==> src/rtl/pid_line_follow_drive_macros.svh <==
// ----------------------------------------------------------------------------
// PID line follower assertion macros
// Shared concurrent assertion helpers, clocked on clk, disabled in reset.
// ----------------------------------------------------------------------------
`ifndef PID_LINE_FOLLOW_DRIVE_MACROS_SVH
`define PID_LINE_FOLLOW_DRIVE_MACROS_SVH

`ifndef ASSERT_OFF

// condition holds at every clock edge
`define PLD_ASSERT(lbl, cond, msg) \
  lbl: assert property (@(posedge clk) disable iff (rst) (cond)) else $error(msg);

// antecedent implies consequent in the same cycle
`define PLD_ASSERT_IMPL(lbl, ante, cons, msg) \
  lbl: assert property (@(posedge clk) disable iff (rst) (ante) |-> (cons)) else $error(msg);

// antecedent implies consequent in the next cycle
`define PLD_ASSERT_NEXT(lbl, ante, cons, msg) \
  lbl: assert property (@(posedge clk) disable iff (rst) (ante) |=> (cons)) else $error(msg);

`else

`define PLD_ASSERT(lbl, cond, msg)
`define PLD_ASSERT_IMPL(lbl, ante, cons, msg)
`define PLD_ASSERT_NEXT(lbl, ante, cons, msg)

`endif

`endif

==> src/rtl/pld_pkg.sv <==
// ----------------------------------------------------------------------------
// PID line follower package
// Widths, register indexes, reciprocal constants and shared types.
// ----------------------------------------------------------------------------
`default_nettype none

package pld_pkg;

  localparam int POS_W   = 12;
  localparam int REFL_W  = 10;
  localparam int SPD_W   = 8;
  localparam int ERR_W   = 13;
  localparam int DER_W   = 14;
  localparam int SUM_W   = 32;
  localparam int HALF_W  = 15;  // (deriv*3)/2
  localparam int SUMQ_W  = 19;  // |sum|/10000
  localparam int ERRQ_W  = 10;  // |err|/20
  localparam int DIFF_W  = 21;
  localparam int CFG_W   = 12;
  localparam int IDX_W   = 2;

  // register indexes
  localparam logic [IDX_W-1:0] REG_SETPOINT  = 2'd0;
  localparam logic [IDX_W-1:0] REG_MAX_SPEED = 2'd1;
  localparam logic [IDX_W-1:0] REG_LOST_THR  = 2'd2;
  localparam logic [IDX_W-1:0] REG_SIDE_THR  = 2'd3;

  localparam logic [POS_W-1:0]  SETPOINT_RST  = 12'd2000;
  localparam logic [SPD_W-1:0]  MAX_SPEED_RST = 8'd60;
  localparam logic [REFL_W-1:0] LOST_THR_RST  = 10'd100;
  localparam logic [REFL_W-1:0] SIDE_THR_RST  = 10'd200;

  // floor(a/10000) = (a * SUM_RECIP) >> SUM_SHIFT, exact for a <= 2^31
  localparam logic [31:0] SUM_RECIP = 32'd3518437209;
  localparam int          SUM_SHIFT = 45;
  // floor(a/20) = (a * ERR_RECIP) >> ERR_SHIFT, exact for a < 2^14
  localparam logic [13:0] ERR_RECIP = 14'd6554;
  localparam int          ERR_SHIFT = 17;

  localparam logic signed [SUM_W-1:0] SUM_MAX = 32'sh7FFF_FFFF;
  localparam logic signed [SUM_W-1:0] SUM_MIN = 32'sh8000_0000;

  typedef struct packed {
    logic signed [ERR_W-1:0] err;
    logic signed [DER_W-1:0] deriv;
    logic signed [SUM_W-1:0] sum;
    logic                    seg_end;
  } pld_front_t;

endpackage

`default_nettype wire

==> src/rtl/pld_if.sv <==
// ----------------------------------------------------------------------------
// PID line follower channel interfaces
// Sample channel (position and reflectance) and drive channel.
// ----------------------------------------------------------------------------
`default_nettype none

interface pld_sample_if import pld_pkg::*; ();
  logic              valid;
  logic              ready;
  logic [POS_W-1:0]  position;
  logic [REFL_W-1:0] reflect_0;
  logic [REFL_W-1:0] reflect_1;
  logic [REFL_W-1:0] reflect_2;
  logic [REFL_W-1:0] reflect_3;
  logic [REFL_W-1:0] reflect_4;

  modport source (output valid, position, reflect_0, reflect_1, reflect_2, reflect_3,
                  reflect_4, input ready);
  modport sink (input valid, position, reflect_0, reflect_1, reflect_2, reflect_3,
                reflect_4, output ready);
endinterface

interface pld_drive_if import pld_pkg::*; ();
  logic             valid;
  logic             ready;
  logic [SPD_W-1:0] left_drive;
  logic [SPD_W-1:0] right_drive;
  logic             segment_end;

  modport source (output valid, left_drive, right_drive, segment_end, input ready);
  modport sink (input valid, left_drive, right_drive, segment_end, output ready);
endinterface

`default_nettype wire

==> src/rtl/pld_state.sv <==
// ----------------------------------------------------------------------------
// PID line follower loop state
// Error, derivative, saturating integral and segment-end detection.
// ----------------------------------------------------------------------------
`default_nettype none
`include "pid_line_follow_drive_macros.svh"

module pld_state import pld_pkg::*; (
  input  wire logic              clk,
  input  wire logic              rst,
  input  wire logic              accept,
  input  wire logic [POS_W-1:0]  position,
  input  wire logic [REFL_W-1:0] reflect_0,
  input  wire logic [REFL_W-1:0] reflect_1,
  input  wire logic [REFL_W-1:0] reflect_2,
  input  wire logic [REFL_W-1:0] reflect_3,
  input  wire logic [REFL_W-1:0] reflect_4,
  input  wire logic [POS_W-1:0]  setpoint,
  input  wire logic [REFL_W-1:0] lost_threshold,
  input  wire logic [REFL_W-1:0] side_threshold,
  output pld_front_t             front
);

  logic signed [ERR_W-1:0] previous_error;
  logic signed [SUM_W-1:0] error_sum;

  logic signed [ERR_W-1:0] err;
  logic signed [SUM_W:0]   sum_wide;
  logic signed [SUM_W-1:0] sum_sat;
  logic                    lost;
  logic                    side;

  always_comb begin
    err      = $signed({1'b0, position}) - $signed({1'b0, setpoint});
    sum_wide = $signed({error_sum[SUM_W-1], error_sum}) + (SUM_W+1)'(err);
    if (sum_wide[SUM_W] != sum_wide[SUM_W-1]) begin
      sum_sat = sum_wide[SUM_W] ? SUM_MIN : SUM_MAX;
    end else begin
      sum_sat = sum_wide[SUM_W-1:0];
    end
    lost = (reflect_1 < lost_threshold) && (reflect_2 < lost_threshold)
           && (reflect_3 < lost_threshold);
    side = (reflect_0 > side_threshold) || (reflect_4 > side_threshold);

    front.err     = err;
    front.deriv   = DER_W'(err) - DER_W'(previous_error);
    front.sum     = sum_sat;
    front.seg_end = lost || side;
  end

  always_ff @(posedge clk) begin
    if (rst) begin
      previous_error <= '0;
      error_sum      <= '0;
    end else if (accept) begin
      previous_error <= front.seg_end ? '0 : err;
      error_sum      <= front.seg_end ? '0 : sum_sat;
    end
  end

  `PLD_ASSERT_NEXT(a_seg_clears, accept && front.seg_end, (previous_error == '0) && (error_sum == '0), "loop state not cleared on segment end")
  `PLD_ASSERT_NEXT(a_hold_idle, !accept, $stable(previous_error) && $stable(error_sum), "loop state moved without a transaction")
  `PLD_ASSERT_NEXT(a_sum_sat, accept && !front.seg_end && (error_sum == SUM_MAX) && (err > 0), error_sum == SUM_MAX, "integral wrapped past maximum")

endmodule

`default_nettype wire

==> src/rtl/pid_line_follow_drive.sv <==
// ----------------------------------------------------------------------------
// PID line follower differential drive
// Computes wheel speed commands from line position and reflectance readings.
// ----------------------------------------------------------------------------
// Takes one sample set per cycle unless drive back-pressure stalls the pipe,
// and returns one drive transaction per sample via stage 1, 2, 3 and output
// registers. The integral and previous error update in the cycle the sample
// is accepted, so that loop (a 33-bit add with saturation) sets the rate;
// the divisions by 10000 and 20 are reciprocal multiplies in later stages.
// Each stage only stalls when full and blocked, so bubbles are absorbed.
// Configuration writes are expected only while the pipeline is empty.
`default_nettype none
`include "pid_line_follow_drive_macros.svh"

module pid_line_follow_drive import pld_pkg::*; (
  input  wire logic             clk,
  input  wire logic             rst,
  input  wire logic             cfg_we,
  input  wire logic [IDX_W-1:0] cfg_index,
  input  wire logic [CFG_W-1:0] cfg_data,
  pld_sample_if.sink            sample,
  pld_drive_if.source           drive
);

  logic [POS_W-1:0]  setpoint;
  logic [SPD_W-1:0]  max_speed;
  logic [REFL_W-1:0] lost_threshold;
  logic [REFL_W-1:0] side_threshold;

  always_ff @(posedge clk) begin
    if (rst) begin
      setpoint       <= SETPOINT_RST;
      max_speed      <= MAX_SPEED_RST;
      lost_threshold <= LOST_THR_RST;
      side_threshold <= SIDE_THR_RST;
    end else if (cfg_we) begin
      unique case (cfg_index)
        REG_SETPOINT:  setpoint       <= cfg_data[POS_W-1:0];
        REG_MAX_SPEED: max_speed      <= cfg_data[SPD_W-1:0];
        REG_LOST_THR:  lost_threshold <= cfg_data[REFL_W-1:0];
        REG_SIDE_THR:  side_threshold <= cfg_data[REFL_W-1:0];
        default: ;
      endcase
    end
  end

  // stage handshake
  logic v1, v2, v3, vo;
  logic rdy1, rdy2, rdy3, rdyo;
  logic accept;

  assign rdyo   = !vo || drive.ready;
  assign rdy3   = !v3 || rdyo;
  assign rdy2   = !v2 || rdy3;
  assign rdy1   = !v1 || rdy2;
  assign sample.ready = rdy1;
  assign accept = sample.valid && rdy1;

  pld_front_t front;

  pld_state u_state (
    .clk            (clk),
    .rst            (rst),
    .accept         (accept),
    .position       (sample.position),
    .reflect_0      (sample.reflect_0),
    .reflect_1      (sample.reflect_1),
    .reflect_2      (sample.reflect_2),
    .reflect_3      (sample.reflect_3),
    .reflect_4      (sample.reflect_4),
    .setpoint       (setpoint),
    .lost_threshold (lost_threshold),
    .side_threshold (side_threshold),
    .front          (front)
  );

  // stage 1: loop state snapshot
  pld_front_t s1;

  // stage 2: magnitudes and derivative term
  logic [SUM_W-1:0]         s2_sum_mag;
  logic                     s2_sum_neg;
  logic [ERR_W-1:0]         s2_err_mag;
  logic                     s2_err_neg;
  logic signed [HALF_W-1:0] s2_half;
  logic                     s2_seg;

  logic signed [DER_W+1:0]  d3;
  logic signed [DER_W+1:0]  d3_bias;

  always_comb begin
    d3      = (DER_W+2)'(s1.deriv) + ((DER_W+2)'(s1.deriv) <<< 1);
    d3_bias = d3 + (DER_W+2)'({1'b0, d3[DER_W+1]});
  end

  // stage 3: reciprocal products
  logic [SUMQ_W-1:0]        s3_sum_q;
  logic                     s3_sum_neg;
  logic [ERRQ_W-1:0]        s3_err_q;
  logic                     s3_err_neg;
  logic signed [HALF_W-1:0] s3_half;
  logic                     s3_seg;

  logic [2*SUM_W-1:0]       sum_prod;
  logic [ERR_W+13:0]        err_prod;

  assign sum_prod = (2*SUM_W)'(s2_sum_mag) * (2*SUM_W)'(SUM_RECIP);
  assign err_prod = (ERR_W+14)'(s2_err_mag) * (ERR_W+14)'(ERR_RECIP);

  // output stage: combine, clamp, split to wheels
  logic signed [DIFF_W-1:0] sum_term;
  logic signed [DIFF_W-1:0] err_term;
  logic signed [DIFF_W-1:0] diff;
  logic signed [DIFF_W-1:0] lim;
  logic signed [DIFF_W-1:0] diff_clamp;
  logic [SPD_W-1:0]         left_next;
  logic [SPD_W-1:0]         right_next;

  always_comb begin
    sum_term = s3_sum_neg ? -$signed(DIFF_W'(s3_sum_q)) : $signed(DIFF_W'(s3_sum_q));
    err_term = s3_err_neg ? -$signed(DIFF_W'(s3_err_q)) : $signed(DIFF_W'(s3_err_q));
    diff     = sum_term + err_term + DIFF_W'(s3_half);
    lim      = $signed(DIFF_W'(max_speed));
    if (diff > lim) begin
      diff_clamp = lim;
    end else if (diff < -lim) begin
      diff_clamp = -lim;
    end else begin
      diff_clamp = diff;
    end
    left_next  = max_speed;
    right_next = max_speed;
    if (diff_clamp < 0) begin
      left_next = SPD_W'(lim + diff_clamp);
    end else begin
      right_next = SPD_W'(lim - diff_clamp);
    end
  end

  logic [SPD_W-1:0] left_drive;
  logic [SPD_W-1:0] right_drive;
  logic             segment_end;

  always_ff @(posedge clk) begin
    if (rst) begin
      v1 <= 1'b0;
      v2 <= 1'b0;
      v3 <= 1'b0;
      vo <= 1'b0;
    end else begin
      if (rdy1) v1 <= sample.valid;
      if (rdy2) v2 <= v1;
      if (rdy3) v3 <= v2;
      if (rdyo) vo <= v3;
    end
  end

  always_ff @(posedge clk) begin
    if (accept) begin
      s1 <= front;
    end
    if (rdy2 && v1) begin
      s2_sum_neg <= s1.sum[SUM_W-1];
      s2_sum_mag <= s1.sum[SUM_W-1] ? (~s1.sum + 1'b1) : s1.sum;
      s2_err_neg <= s1.err[ERR_W-1];
      s2_err_mag <= s1.err[ERR_W-1] ? (~s1.err + 1'b1) : s1.err;
      s2_half    <= HALF_W'(d3_bias >>> 1);
      s2_seg     <= s1.seg_end;
    end
    if (rdy3 && v2) begin
      s3_sum_q   <= sum_prod[SUM_SHIFT +: SUMQ_W];
      s3_sum_neg <= s2_sum_neg;
      s3_err_q   <= err_prod[ERR_SHIFT +: ERRQ_W];
      s3_err_neg <= s2_err_neg;
      s3_half    <= s2_half;
      s3_seg     <= s2_seg;
    end
    if (rdyo && v3) begin
      left_drive  <= left_next;
      right_drive <= right_next;
      segment_end <= s3_seg;
    end
  end

  assign drive.valid       = vo;
  assign drive.left_drive  = left_drive;
  assign drive.right_drive = right_drive;
  assign drive.segment_end = segment_end;

  `PLD_ASSERT_IMPL(a_one_wheel_full, vo, (left_drive == max_speed) || (right_drive == max_speed), "neither wheel at base speed")
  `PLD_ASSERT_IMPL(a_drive_bounded, vo, (left_drive <= max_speed) && (right_drive <= max_speed), "wheel command above base speed")
  `PLD_ASSERT_NEXT(a_stage1_hold, v1 && !rdy2, v1 && $stable(s1), "stalled stage 1 lost its contents")

endmodule

`default_nettype wire

==> src/flat_wrapper.sv <==
// flat-port wrapper written by rule: the top's interface ports become plain ports
module pid_line_follow_drive_flat import pld_pkg::*;
  (clk, rst, cfg_we, cfg_index, cfg_data, sample_valid, sample_position, sample_reflect_0, sample_reflect_1, sample_reflect_2, sample_reflect_3, sample_reflect_4, sample_ready, drive_valid, drive_left_drive, drive_right_drive, drive_segment_end, drive_ready);
  pld_sample_if sample_i ();
  pld_drive_if drive_i ();
  input  wire logic clk;
  input  wire logic rst;
  input  wire logic cfg_we;
  input  wire logic [IDX_W-1:0] cfg_index;
  input  wire logic [CFG_W-1:0] cfg_data;
  input wire logic [$bits(sample_i.valid)-1:0] sample_valid;
  input wire logic [$bits(sample_i.position)-1:0] sample_position;
  input wire logic [$bits(sample_i.reflect_0)-1:0] sample_reflect_0;
  input wire logic [$bits(sample_i.reflect_1)-1:0] sample_reflect_1;
  input wire logic [$bits(sample_i.reflect_2)-1:0] sample_reflect_2;
  input wire logic [$bits(sample_i.reflect_3)-1:0] sample_reflect_3;
  input wire logic [$bits(sample_i.reflect_4)-1:0] sample_reflect_4;
  output wire logic [$bits(sample_i.ready)-1:0] sample_ready;
  output wire logic [$bits(drive_i.valid)-1:0] drive_valid;
  output wire logic [$bits(drive_i.left_drive)-1:0] drive_left_drive;
  output wire logic [$bits(drive_i.right_drive)-1:0] drive_right_drive;
  output wire logic [$bits(drive_i.segment_end)-1:0] drive_segment_end;
  input wire logic [$bits(drive_i.ready)-1:0] drive_ready;
  assign sample_i.valid = sample_valid;
  assign sample_i.position = sample_position;
  assign sample_i.reflect_0 = sample_reflect_0;
  assign sample_i.reflect_1 = sample_reflect_1;
  assign sample_i.reflect_2 = sample_reflect_2;
  assign sample_i.reflect_3 = sample_reflect_3;
  assign sample_i.reflect_4 = sample_reflect_4;
  assign sample_ready = sample_i.ready;
  assign drive_valid = drive_i.valid;
  assign drive_left_drive = drive_i.left_drive;
  assign drive_right_drive = drive_i.right_drive;
  assign drive_segment_end = drive_i.segment_end;
  assign drive_i.ready = drive_ready;
  pid_line_follow_drive u_core (.clk(clk), .rst(rst), .cfg_we(cfg_we), .cfg_index(cfg_index), .cfg_data(cfg_data), .sample(sample_i), .drive(drive_i));
endmodule
==> config.mk <==
export PLATFORM = sky130hd
export DESIGN_NAME = pid_line_follow_drive_flat
export DESIGN_NICKNAME = d
export VERILOG_FILES = /design/src/rtl/pld_pkg.sv /design/src/rtl/pld_if.sv /design/src/rtl/pld_state.sv /design/src/rtl/pid_line_follow_drive.sv /design/src/flat_wrapper.sv
export VERILOG_INCLUDE_DIRS = /design/src /design/src/rtl
export SDC_FILE = /design/constraint.sdc
export NUM_CORES = 2
export LEC_CHECK = 0
export BUFFER_PORTS_ARGS = -buffer_cell sky130_fd_sc_hd__buf_2
export CORE_MARGIN = 4
export CORE_UTILIZATION = 62
export DETAILED_ROUTE_END_ITERATION = 6
export GPL_ROUTABILITY_DRIVEN = 1
export HOLD_SLACK_MARGIN = 0.03
export PLACE_DENSITY = 0.9
export SLEW_MARGIN = 25
export SYNTH_ARGS = -nofsm -noshare
export SYNTH_HDL_FRONTEND = slang
export SYNTH_HIERARCHICAL = 1
export SYNTH_SLANG_ARGS = --single-unit
==> constraint.sdc <==
create_clock -name clk -period 13.2 [get_ports clk]
set_input_delay 1.32 -clock clk [delete_from_list [all_inputs] [get_ports clk]]
set_output_delay 1.32 -clock clk [all_outputs]
set_load 0.05 [all_outputs]
# Word-level counts from Yosys, hierarchy flattened
# Cells that the tools add are included.
dict set report word_totals {
  regBits 275
}
dict set report classes {
  add_sub_neg 14
  multipliers 2
  magnitude_cmp 8
  eq_ne 4
  muxes 12
  n_bitwise 2
  n_reduce_logical 21
}
# op count
set ops {}
lappend ops {{$mux 32} 3}
lappend ops {{$mux 21} 4}
lappend ops {{$mul 32x32->64 const B} 1}
lappend ops {{$add 32x13->33} 1}
lappend ops {{$add 32x1->32 const B} 1}
lappend ops {{$not 32->32} 1}
lappend ops {{$mux 31} 1}
lappend ops {{$lt 10x10->1} 3}
lappend ops {{$mul 13x12->25 const B} 1}
lappend ops {{$add 21x15->21} 1}
lappend ops {{$add 21x21->21} 1}
lappend ops {{$gt 21x9->1} 1}
lappend ops {{$lt 21x1->1 const B} 1}
lappend ops {{$lt 21x21->1} 1}
lappend ops {{$neg 19->21} 1}
lappend ops {{$neg 8->21} 1}
lappend ops {{$neg 9->21} 1}
lappend ops {{$gt 10x10->1} 2}
lappend ops {{$add 14x15->16} 1}
lappend ops {{$add 16x1->16} 1}
lappend ops {{$mux 8} 2}
lappend ops {{$sub 13x13->14} 1}
lappend ops {{$add 13x1->13 const B} 1}
lappend ops {{$mux 13} 1}
lappend ops {{13 further kinds} 30}

# Depth between registers and ports, before layout
dict set report depth {
  word_depth 9
  ltp_mapped 38
  ltp_nobuf 35
}

# By module
# The synthesis kept the hierarchy.
# module n_inst cells_each area_each_um2
set modules_own_cells {}
lappend modules_own_cells {pid_line_follow_drive 1 3090 32980.4}
lappend modules_own_cells {pld_state 1 774 5863.1}

# Worst setup path after synthesis
# No wires, ideal clock.
dict set report synth_timing {
  kind {reg2reg}
  from {reg u_core.s3_err_q[0]}
  to {reg u_core.right_drive[7], in the netlist u_core/drive.right_drive[7] (data pin)}
  setup_ps 268
  arrival_ps 7094
  path_slack_ps 5838
  stages_incl_launch_ff 36
  path_buffers 1
  path_cell_list {edfxtp_1 > inv_1 > ha_1 > or3b_4 > or3_1 > nor3_1 > ha_1 > mux2i_1 > fa_1 > inv_1 > ha_1 > nor3_1 > o31ai_1 > o211ai_1 > o21a_1 > o31a_1 > ha_1 > and4_1 > o211ai_1 > a311o_1 > a21oi_1 > nor2_1 > clkbuf_1 > nor2_1 > a31oi_1 > o22a_1 > ha_1 > inv_1 > a21oi_1 > o21bai_1 > a21oi_1 > o21bai_1 > a21oi_1 > nor3_1 > a221oi_1 > a22oi_1}
}
dict set report synth_via {
  elab_chain_cells 9
}
# item line
set synth_lines {}
lappend synth_lines {{start: declaration} pid_line_follow_drive.sv:99} ;# logic [ERRQ_W-1:0] s3_err_q;
lappend synth_lines {{start signal: assignment} pid_line_follow_drive.sv:173} ;# s3_err_q <= err_prod[ERR_SHIFT +: ERRQ_W];
lappend synth_lines {{$neg 9->21} pid_line_follow_drive.sv:121} ;# err_term = s3_err_neg ? -$signed(DIFF_W'(s3_err_q)) : $signed(DIFF_W'(s3_err_q));
lappend synth_lines {{$mux 21 (*)} pid_line_follow_drive.sv:121}
lappend synth_lines {{$add 21x21->21 (*)} pid_line_follow_drive.sv:122} ;# diff = sum_term + err_term + DIFF_W'(s3_half);
lappend synth_lines {{$add 21x15->21 (*)} pid_line_follow_drive.sv:122}
lappend synth_lines {{$lt 21x21->1} pid_line_follow_drive.sv:126} ;# end else if (diff < -lim) begin
lappend synth_lines {{$mux 21} pid_line_follow_drive.sv:126}
lappend synth_lines {{$mux 21 (*)} pid_line_follow_drive.sv:124} ;# if (diff > lim) begin
lappend synth_lines {{$lt 21x1->1 or $sub 8x8->8 (tied branches)} {pid_line_follow_drive.sv:133, pid_line_follow_drive.sv:136}}
lappend synth_lines {{$mux 8 (*)} pid_line_follow_drive.sv:133} ;# if (diff_clamp < 0) begin
lappend synth_lines {{named net u_core.right_next[7]} pid_line_follow_drive.sv:117} ;# logic [SPD_W-1:0] right_next;
lappend synth_lines {{end signal: assignment} pid_line_follow_drive.sv:180} ;# right_drive <= right_next;
lappend synth_lines {{end: declaration} pid_line_follow_drive.sv:141} ;# logic [SPD_W-1:0] right_drive;
# The timed path passes the listed nets; every way through them passes the cells marked *.
# A chain may end at the register's enable or synchronous reset.

# Final worst setup path
dict set report layout_timing {
  from {reg u_core.s2_sum_mag[18]}
  to {reg u_core.s3_sum_q[18] (data pin)}
}
dict set report layout_via {
  elab_chain_cells 1
}
# item line
set layout_lines {}
lappend layout_lines {{start: declaration} pid_line_follow_drive.sv:81} ;# logic [SUM_W-1:0] s2_sum_mag;
lappend layout_lines {{start signal: assignment} pid_line_follow_drive.sv:164} ;# s2_sum_mag <= s1.sum[SUM_W-1] ? (~s1.sum + 1'b1) : s1.sum;
lappend layout_lines {{$mul 32x32->64} pid_line_follow_drive.sv:107} ;# assign sum_prod = (2*SUM_W)'(s2_sum_mag) * (2*SUM_W)'(SUM_RECIP);
lappend layout_lines {{named net u_core.sum_prod[63]} pid_line_follow_drive.sv:104} ;# logic [2*SUM_W-1:0] sum_prod;
lappend layout_lines {{end signal: assignment} pid_line_follow_drive.sv:171} ;# s3_sum_q <= sum_prod[SUM_SHIFT +: SUMQ_W];
lappend layout_lines {{end: declaration} pid_line_follow_drive.sv:97} ;# logic [SUMQ_W-1:0] s3_sum_q;
# The timed path passes the listed nets, and every way through them passes these cells.

==> out/metrics.yaml <==
worst_hold_path:
  whs_endpoint: "u_core/s3_half[8]"
  hold_start: "u_core/s2_half[8]"
  hp-class: "flop to flop"
  worstHoldPathCells: 0
sta:
  slew_headroom: 0.4017
  rsz0062_at_grt: "no"
  final.setup.tns_ps: 0
  hold_violations: 0
  post-route-min-period_ps: 8663
  period_share: 0.6563
  worstMarginPinSlew_ps: 885.9
  setup_violations: 0
  finClkSkew_ps: 23.84
  fmax_mhz: 115.4
  slew_viol_final: 0
floorplanning:
  num_rows: 91
  io_pins: 100
  die_area_sq_um: 66720
  fp.dieW_um: 258.3
  dieHeight_um: 258.3
  core_sq_um: 61830
  initial_utilization: 0.6283
cts:
  clk_pin_slew_ps: 60
  insertion_delay_ps: 590
  clock_path_buffers: 3
  post-cts-setup-buffers: 0
  clockRootBuffer: "clkbuf_16"
  cts.sinks: 275
  cts_resized: 0
  htreeDepth: 1
  numCtsBuffers: 30
  cts_hold_buf: 0
  cts_tree: "built"
synthesis:
  synth_most_common_cell: "inv_1"
  syn_area_sq_um: 38840
  synth_top_cell_by_area: "fa_1"
  synthFlopType: "edfxtp_1"
  seq_area_frac_synth: 0.1897
  netlist_instances: 3864
  synth_edf_count: 186
  synthTopCellsByArea: "fa_1 27%, ha_1 21%, edfxtp_1 14%"
  synthesis.nets: 5112
  synthesis.yosys.warnings: 6
  synth.distinct_cells: 91
  synth-async-reset-ratio: 0
  ys_seq_elements: 275
  yosysTopAreaCellShare: 0.2670
  syn-mean-instance-area_sq_um: 10.05
  synth_common_cells: "869 x inv_1, 649 x ha_1, 518 x fa_1"
critical_path:
  crit_slowest_cell: "edfxtp_1"
  critPathCaptureType: "flop"
  crit_path_start_kind: "flop"
  path_max_fanout: 10
  reg2reg_depth: 22
  crit_chain: "fa_1 > ha_1 > inv_1 > fa_1 > fa_1 > inv_1 > fa_1 > inv_1 > fa_1 > inv_1 > fa_1 > fa_1 > ha_1 > a21oi_1 > o21ai_0 > nor4_1 > o211ai_1 > a22oi_1 > o21ai_1 > a311oi_1 > o21a_1 > o211ai_1"
  cp.arrival_ps: 8960
  worstReg2RegStart: "u_core/s2_sum_mag[18]"
  critical_path_class: "flop to flop"
  required_ps: 13500
  r2r_end: "u_core/s3_sum_q[18]"
  regToRegSetupSlack_ps: 4540
  critical-path-top-cell-by-count: "fa_1"
  max_stage_delay_ps: 880
layout:
  nets: 5194
  drive_gt1_frac: 0.05038
  syn_to_final_growth_pct: 6.384
  fillCellCount: 4342
  multiInputGateArea_sq_um: 27970
  ff_latch_area_sq_um: 7367
drt:
  totalWireLength_mm: 99.97
  via_per_inst: 6.045
  drc: 0
  vias: 29081
  avgRoutedWirePerCell_um: 20.78
  firstDrtPassIters: 5
  ant_nets: 0
  drt_iter0_drc: 2680
run_status:
  status: "complete, no violations"
placed_design:
  numPortBuffers: 99
  place_congestion: 1.021
  place_hpwl_mm: 82.15
flow_run:
  drv_cap: 0
global_routing:
  grt_max_degree: 71
  grt_use_total: 0.3002
  antenna_found_initial: 5
  grt_pass1_vias: 30949
  grt-ovfl-total: 0
  grt_pass1_wl_mm: 160.4
==> per-layer routing <==
layer,vias to the layer above,part of all wire,track usage
met5,-,0,0
met4,0,0.044,0.1141
met3,328,0.093,0.06420
met2,1412,0.47,0.4989
met1,14296,0.39,0.3895
li1,13045,-,-
==> through the flow <==
step / instances / instance area (sq um) / hold slack (ps) / setup WS (ps) / util
CTS: 4807 / 41310 / 419.2 / 4636 / 0.6682
detailed placement: 4751 / 40240 / 404.5 / 4670 / 0.6509
finish: 4811 / 41320 / 418.6 / 4537 / 0.6684
global route: 4811 / 41320 / 424.5 / 3841 / 0.6684
floorplan: 3864 / 38840 / 400.3 / 5838 / -
global placement: 4751 / 40240 / 401.7 / 5060 / 0.6509
==> state kept, by name (all words and copies together), names as in the netlist, 8 cells and up <==
signal	count
u_core/s1	60
u_core/s2_sum_mag	32
u_core/u_state/error_sum	32
u_core/s3_sum_q	19
u_core/s2_half	15
u_core/s3_half	15
u_core/s2_err_mag	13
u_core/u_state/previous_error	13
u_core/setpoint	12
u_core/lost_threshold	10
u_core/side_threshold	10
u_core/s3_err_q	9
u_core/drive.left_drive	8
u_core/drive.right_drive	8
u_core/max_speed	8
==> worst max-delay path by stage <==
stage                          startpoint                     endpoint  slack [ps]  cells past startpoint
finish              u_core/s2_sum_mag[18]          u_core/s3_sum_q[18]        4540                     22
global route           u_core/s3_sum_q[0]  u_core/drive.right_drive[7]        3840                     33
CTS                    u_core/s3_err_q[0]  u_core/drive.right_drive[7]        4640                     32
detailed placement     u_core/s3_err_q[1]  u_core/drive.right_drive[7]        4670                     32
global placement    u_core/s2_sum_mag[11]          u_core/s3_sum_q[18]        5060                     22
floorplan              u_core/s3_err_q[0]  u_core/drive.right_drive[7]        5840                     35
==> placed cells by master (no fill, tap or decap), types with 99 or more instances in the layout <==
cell        n
inv_1     869
ha_1      649
fa_1      518
nand2_1   205
edfxtp_1  186
a21oi_1   151
nor2_1    128
xnor2_1   122
o21ai_0   104
buf_2      99
==> logic make-up after synthesis <==
family | count (synthesis) | share of synthesized area
xor gates and xnor gates | 190 | 0.04303
DFF | 275 | 0.1897
adders and majority gates | 1167 | 0.4760
muxes | 35 | 0.009341
AOI/OAI and AO/OA | 615 | 0.1079
buffers and inverters | 932 | 0.09161
and+or+nand+nor | 650 | 0.08243
==> layout make-up <==
type	instances	share of cell area
Clock buffer	33	0.01868
Antenna cell	4	0.0002422
Multi-Input combinational cell	2657	0.6767
Inverter	869	0.07894
Sequential cell	275	0.1783
Tap cell	837	0.02534
Clock inverter	23	0.007237
Timing Repair Buffer	113	0.01453
==> worst max-delay path: cells and delay by family, from the launching register on <==
family / cells / cell delay (ps)
compound gates: 8 / 2500
flops: 1 / 880
fa+ha+maj: 9 / 4260
buf+inv: 4 / 290
simple gates: 1 / 430
Power is left out: the tool's default activity adds up to more than one toggle a clock period on the data nets, which glitch-free logic cannot reach.
